### src/hw/rtl/mecq_pkg.sv
`timescale 1ns / 1ps
// ----------------------------------------------------------------------------
// Mesh element quality checker package
// Shared widths, codes and transfer types for the element checker blocks.
// ----------------------------------------------------------------------------
package mecq_pkg;

    // Node store and coordinates
    localparam int NODE_COUNT     = 4096;
    localparam int NODE_AW        = 12;
    localparam int COORD_BITS     = 24;
    localparam int DIFF_W         = COORD_BITS + 1;
    localparam int MUL_W          = DIFF_W + 1;
    localparam int PROD_W         = 2 * MUL_W;
    localparam int HALF_W         = DIFF_W;
    localparam int NORM_W         = 2 * HALF_W;
    localparam int CROSS_W        = NORM_W + 1;
    localparam int P_W            = 2 * NORM_W;

    // Corner sine
    localparam int SINE_FRAC_BITS = 15;
    localparam int U_W            = SINE_FRAC_BITS + 1;
    localparam int BIT_W          = $clog2(U_W);
    localparam int SQ_W           = 2 * NORM_W + 2 * SINE_FRAC_BITS + 2;
    localparam int J_W            = SINE_FRAC_BITS + 3;
    localparam int JSUM_W         = J_W + 2;

    // Results and accumulators
    localparam int AREA_W         = 52;
    localparam int SUM_W          = 64;
    localparam int CNT_W          = 21;
    localparam int MAX_ELEMENTS   = 1048576;
    localparam int LIMIT_W        = 16;

    // Queue between front and back
    localparam int Q_DEPTH        = 2;
    localparam int Q_PW           = 1;

    // Operations
    localparam logic [1:0] OP_WRITE_NODE = 2'd0;
    localparam logic [1:0] OP_TRIANGLE   = 2'd1;
    localparam logic [1:0] OP_QUAD       = 2'd2;
    localparam logic [1:0] OP_FINISH     = 2'd3;

    // Area status
    localparam logic [1:0] ST_POSITIVE    = 2'd0;
    localparam logic [1:0] ST_NEGATIVE    = 2'd1;
    localparam logic [1:0] ST_ZERO        = 2'd2;
    localparam logic [1:0] ST_NOT_ELEMENT = 2'd3;

    // Quad class
    localparam logic [1:0] CL_NEGATIVE        = 2'd0;
    localparam logic [1:0] CL_NEGATIVE_SKEWED = 2'd1;
    localparam logic [1:0] CL_POSITIVE_SKEWED = 2'd2;
    localparam logic [1:0] CL_POSITIVE        = 2'd3;

    // Verdict
    localparam logic [1:0] VD_VALID        = 2'd0;
    localparam logic [1:0] VD_ALL_NEGATIVE = 2'd1;
    localparam logic [1:0] VD_MIXED        = 2'd2;
    localparam logic [1:0] VD_ZERO_AREA    = 2'd3;

    // Register map
    localparam logic [1:0] REG_ZERO_AREA_LIMIT = 2'd0;

    typedef struct packed {
        logic [1:0]                   operation;
        logic [NODE_AW-1:0]           node_index;
        logic signed [COORD_BITS-1:0] node_x;
        logic signed [COORD_BITS-1:0] node_y;
        logic [NODE_AW-1:0]           corner_a;
        logic [NODE_AW-1:0]           corner_b;
        logic [NODE_AW-1:0]           corner_c;
        logic [NODE_AW-1:0]           corner_d;
    } mecq_item_t;

    typedef struct packed {
        logic signed [AREA_W-1:0] area_twice;
        logic [1:0]               area_status;
        logic [1:0]               quad_class;
        logic signed [SUM_W-1:0]  total_area_twice;
        logic [CNT_W-1:0]         negative_triangles;
        logic [CNT_W-1:0]         negative_quads;
        logic [CNT_W-1:0]         quads_negative;
        logic [CNT_W-1:0]         quads_negative_skewed;
        logic [CNT_W-1:0]         quads_positive_skewed;
        logic [CNT_W-1:0]         quads_positive;
        logic [1:0]               verdict;
    } mecq_result_t;

    typedef struct packed {
        logic signed [COORD_BITS-1:0] x;
        logic signed [COORD_BITS-1:0] y;
    } mecq_point_t;

    typedef struct packed {
        logic [1:0]        operation;
        mecq_point_t [3:0] pt;
    } mecq_entry_t;

endpackage

### src/hw/rtl/mecq_queue.sv
`timescale 1ns / 1ps
// ----------------------------------------------------------------------------
// Element checker queue
// Short FIFO of gathered elements and of write and finish items between the front and back ends.
// ----------------------------------------------------------------------------
module mecq_queue (
    input  logic                  clk,
    input  logic                  rst_n,
    input  logic                  push,
    input  mecq_pkg::mecq_entry_t push_entry,
    output logic                  full,
    input  logic                  pop,
    output logic                  head_valid,
    output mecq_pkg::mecq_entry_t head_entry
);
    import mecq_pkg::*;

    mecq_entry_t       slot_reg [Q_DEPTH];
    logic [Q_PW-1:0]   wr_ptr_reg;
    logic [Q_PW-1:0]   rd_ptr_reg;
    logic [Q_PW:0]     count_reg;

    assign full       = (count_reg == (Q_PW+1)'(Q_DEPTH));
    assign head_valid = (count_reg != '0);
    assign head_entry = slot_reg[rd_ptr_reg];

    // Store incoming transfer
    always_ff @(posedge clk)
    begin
        if (push)
        begin
            slot_reg[wr_ptr_reg] <= push_entry;
        end
    end

    // Advance pointers and fill count
    always_ff @(posedge clk or negedge rst_n)
    begin
        if (!rst_n)
        begin
            wr_ptr_reg <= '0;
            rd_ptr_reg <= '0;
            count_reg  <= '0;
        end
        else
        begin
            if (push)
            begin
                wr_ptr_reg <= wr_ptr_reg + 1'b1;
            end
            if (pop)
            begin
                rd_ptr_reg <= rd_ptr_reg + 1'b1;
            end
            if (push && !pop)
            begin
                count_reg <= count_reg + 1'b1;
            end
            else if (pop && !push)
            begin
                count_reg <= count_reg - 1'b1;
            end
        end
    end

    a_no_overflow: assert property (@(posedge clk) disable iff (!rst_n)
        push |-> !full)
        else $error("queue push while full");

    a_no_underflow: assert property (@(posedge clk) disable iff (!rst_n)
        pop |-> head_valid)
        else $error("queue pop while empty");

    a_count_up: assert property (@(posedge clk) disable iff (!rst_n)
        (push && !pop) |=> (count_reg == $past(count_reg) + 1'b1))
        else $error("queue count did not advance on push");

endmodule

### config.mk
export PLATFORM = sky130hd
export DESIGN_NAME = mecq_queue
export DESIGN_NICKNAME = d
export VERILOG_FILES = /design/src/hw/rtl/mecq_pkg.sv /design/src/hw/rtl/mecq_queue.sv
export SDC_FILE = /design/constraint.sdc
export NUM_CORES = 1
export LEC_CHECK = 0
export ABC_CLOCK_PERIOD_IN_PS = 16770
export BUFFER_PORTS_ARGS = -buffer_cell sky130_fd_sc_hd__buf_2
export CORE_MARGIN = 8
export CORE_UTILIZATION = 50
export DETAILED_ROUTE_END_ITERATION = 7
export PLACE_DENSITY = 0.82
export SYNTH_ARGS = -nofsm -noshare
export SYNTH_HDL_FRONTEND = slang
export SYNTH_SLANG_ARGS = --single-unit
### constraint.sdc
create_clock -name clk -period 16.77 [get_ports clk]
set_input_delay 2.5155 -clock clk [delete_from_list [all_inputs] [get_ports clk]]
set_output_delay 2.5155 -clock clk [all_outputs]
set_load 0.01 [all_outputs]
==> run metrics <==
CTS tree=built; placement row count=63; final critical-path share of the clock period=35.8%; CP max stage delay=0.92 ns; H-tree lvl count=2; launch point of the worst hold path=count_reg[1]; type of the worst setup path=register to primary output; Yosys top cell by area=edfxtp_1; Pwr Density=approximately 170 nW/um^2; Worst Tran Pin Value=roughly 1.0 ns; met1 Track Usage GR=18.6%; share of post-route cells with drive strength above 1=about three fifths; cell count of the worst reg-to-reg path=2; max-cap check violation count=0; global-route wire length before repair=about 45000 um; number of flip-flops under the largest register name=388; via count of the routed design=7171; worst min path class=register to register; total number of yosys warnings=0; clock buffer count from CTS=39; type of destination of the critical path=primary output; number of distinct library cells after synthesis=14; top post-synthesis cells by area=edfxtp_1 79%, mux2_4 15%, mux2_2 3.3%; Worst EP required=14.25 ns; Clock transition at path regs=0.06 ns; via count of the first global-routing pass=7985; Critical path origin=rd_ptr_reg; routability cong.=between 0.7 and 0.8; hold-critical path endpoint=count_reg[1]; most congested layer reported by global routing=met2; post-synthesis sequential element count=392; effective utilization at floorplan=50.4%; hold buffer count at CTS=0; number of nets in the layout=between 1000 and 1500; count of instances resized after the clock tree is built=0; die boundary height=188 um; Via-to-Cell Ratio=approximately 4.9; growth of design area from synthesis to finish=23.7%; die span in x=188 um; slowest CP cell=buf_4; M3 GR Usage=~5.6%; Hold Vio Cnt, Final=0; area of the die=35400 sq um; number of clock sinks=392; worst hold path stage count=1; grt met2 use=around 29%; number of iterations in the first detailed-routing pass=5; Cells after Synth=between 600 and 700; register area share after synthesis=79.3%; crit-path most repeated cell=buf_4; launching point of the worst reg2reg path=wr_ptr_reg; Fin Setup TNS=0 ns; critical path data arrival time=3.49 ns; maximum buffer depth of the clock tree=3; critical-path cell list=buf_4, buf_4, mux2_4, buf_2; Root Buffer=clkbuf_16; final critical path time including I/O delays and setup=6.01 ns; Place WS=approximately 11 ns; IR Drop Worst-Case VDD=0.109 mV; highest fanout seen on the critical path=58; setup slack of the worst register-to-register path=14.18 ns; Critical Path Start Type=register; antenna violations before repair=12; I/O pin count=around 390; per-instance average area after synthesis=between 20 and 25 sq um; Highest Clock Rate=0.166 GHz; largest net degree at the start of global routing=between 70 and 80; port buffer count=a little under 400; slew margin rel.=30.4%; final routed DRC violation total=0; reg2reg end=slot_reg[1][49]; unrepaired setup endpoints after global routing=false; overflow left after global routing=0; Fin Clk Skew=0.0189 ns; Setup Buffers After CTS=0; Core Region=29400 sq um; latest clock arrival within the worst-skew pair=~0.5 ns; number of violations reported at the end of detailed-routing iteration 0=362; Wirelength per Cell=20.9 um; gr usage total=16.5%; number of pins exceeding their max-slew limit in the final report=0; area share of the largest cell type after synthesis=about four fifths; number of antenna-violating nets in the routed design=0; half-perimeter wire length after detailed placement=around 22000 um; Synthesized Nets=819; Detailed Route WL=~31000 um; final setup violating endpoints=0; setup slack of the critical path after layout=10.76 ns; cell leakage power=0.00730 uW; post-synthesis instance area=14800 sq um; outcome=finished clean
==> cell type report <==
type / count / area [sq um]
fillers: 2059 / 11100
inverters: 1 / 3.75
clock inverters: 15 / 113
flip-flops and latches: 392 / 11800
diodes: 7 / 17.5
clock buffers: 53 / 1070
well taps: 390 / 488
multi-input cells: 205 / 2840
repair buffers: 401 / 2030
==> cells by family (layout without fill, tap and decap cells) <==
logic type	after synthesis	after routing	synth area share (%)
mux	194	194	18.6
buf+inv	23	470	1.53
simple gates	5	5	0.194
xor+xnor	5	5	0.296
flops	392	392	79.3
fa+ha+maj	1	1	0.0845
other cells	0	7	0
==> layout by cell type (no fill, tap or decap), drive strengths merged, types with 2 or more instances in the layout <==
cell type    n
buf        401
bufinv       2
clkbuf      53
clkinv      13
dfrtp        4
diode        7
edfxtp     388
mux2       194
nor2b        2
xor2         4
==> worst max-delay path: cells and delay by family (launching register included) <==
kind / cells / cell delay [ns]
buffers and inverters: 3 / 1.79
DFF: 1 / 0.75
muxes: 1 / 0.35
==> cells in the mapped netlist <==
cell type,count
inv_1,1
edfxtp_1,388
nor2_1,1
nor2b_1,2
ha_1,1
or2_2,1
mux2_2,44
dfrtp_1,4
mux2_4,150
xnor2_1,1
buf_6,18
buf_2,4
and2_1,1
xor2_1,4
==> power breakdown <==
| part | total, uW | leakage [uW] | internal [uW] | switching (uW) |
|---|---|---|---|---|
| clock network | 803 | 0.000575 | 476 | 327 |
| registers | 1370 | 0.00369 | 1300 | 66.7 |
| logic | 945 | 0.00304 | 473 | 472 |
| total | 3120 | 0.00730 | 2250 | 866 |
==> through the flow <==
stage               hold WS, ns  cells  instance area [sq um]  utilization (%)  total power (uW)
finish                    0.505   1464                  18300             62.3              3120
global route              0.534   1464                  18300             62.3              3250
CTS                       0.505   1457                  18300             62.2              3160
detailed placement        0.490   1389                  17100             58.2              2350
global placement          0.476   1389                  17100             58.2              2330
floorplan                 0.447    620                  14800                -              2090
==> metal layers <==
| layer | routed length [um] | vias up | part of all wire [%] |
|---|---|---|---|
| li1 | - | 3319 | - |
| met2 | 15400 | 296 | 50 |
| met5 | 54 | - | 0.18 |
| met3 | 2510 | 68 | 8.2 |
| met4 | 946 | 8 | 3.1 |
| met1 | 11700 | 3480 | 38 |
==> worst max-delay path by stage <==
| stage | end | cells after the start |
|---|---|---|
| global route | head_entry[161] | 4 |
| global placement | head_entry[156] | 4 |
| detailed placement | head_entry[37] | 4 |
| finish | head_entry[48] | 4 |
| CTS | head_entry[37] | 4 |
| floorplan | slot_reg[0][0] | 1 |
No activity file was read; power rests on OpenSTA's default activity.
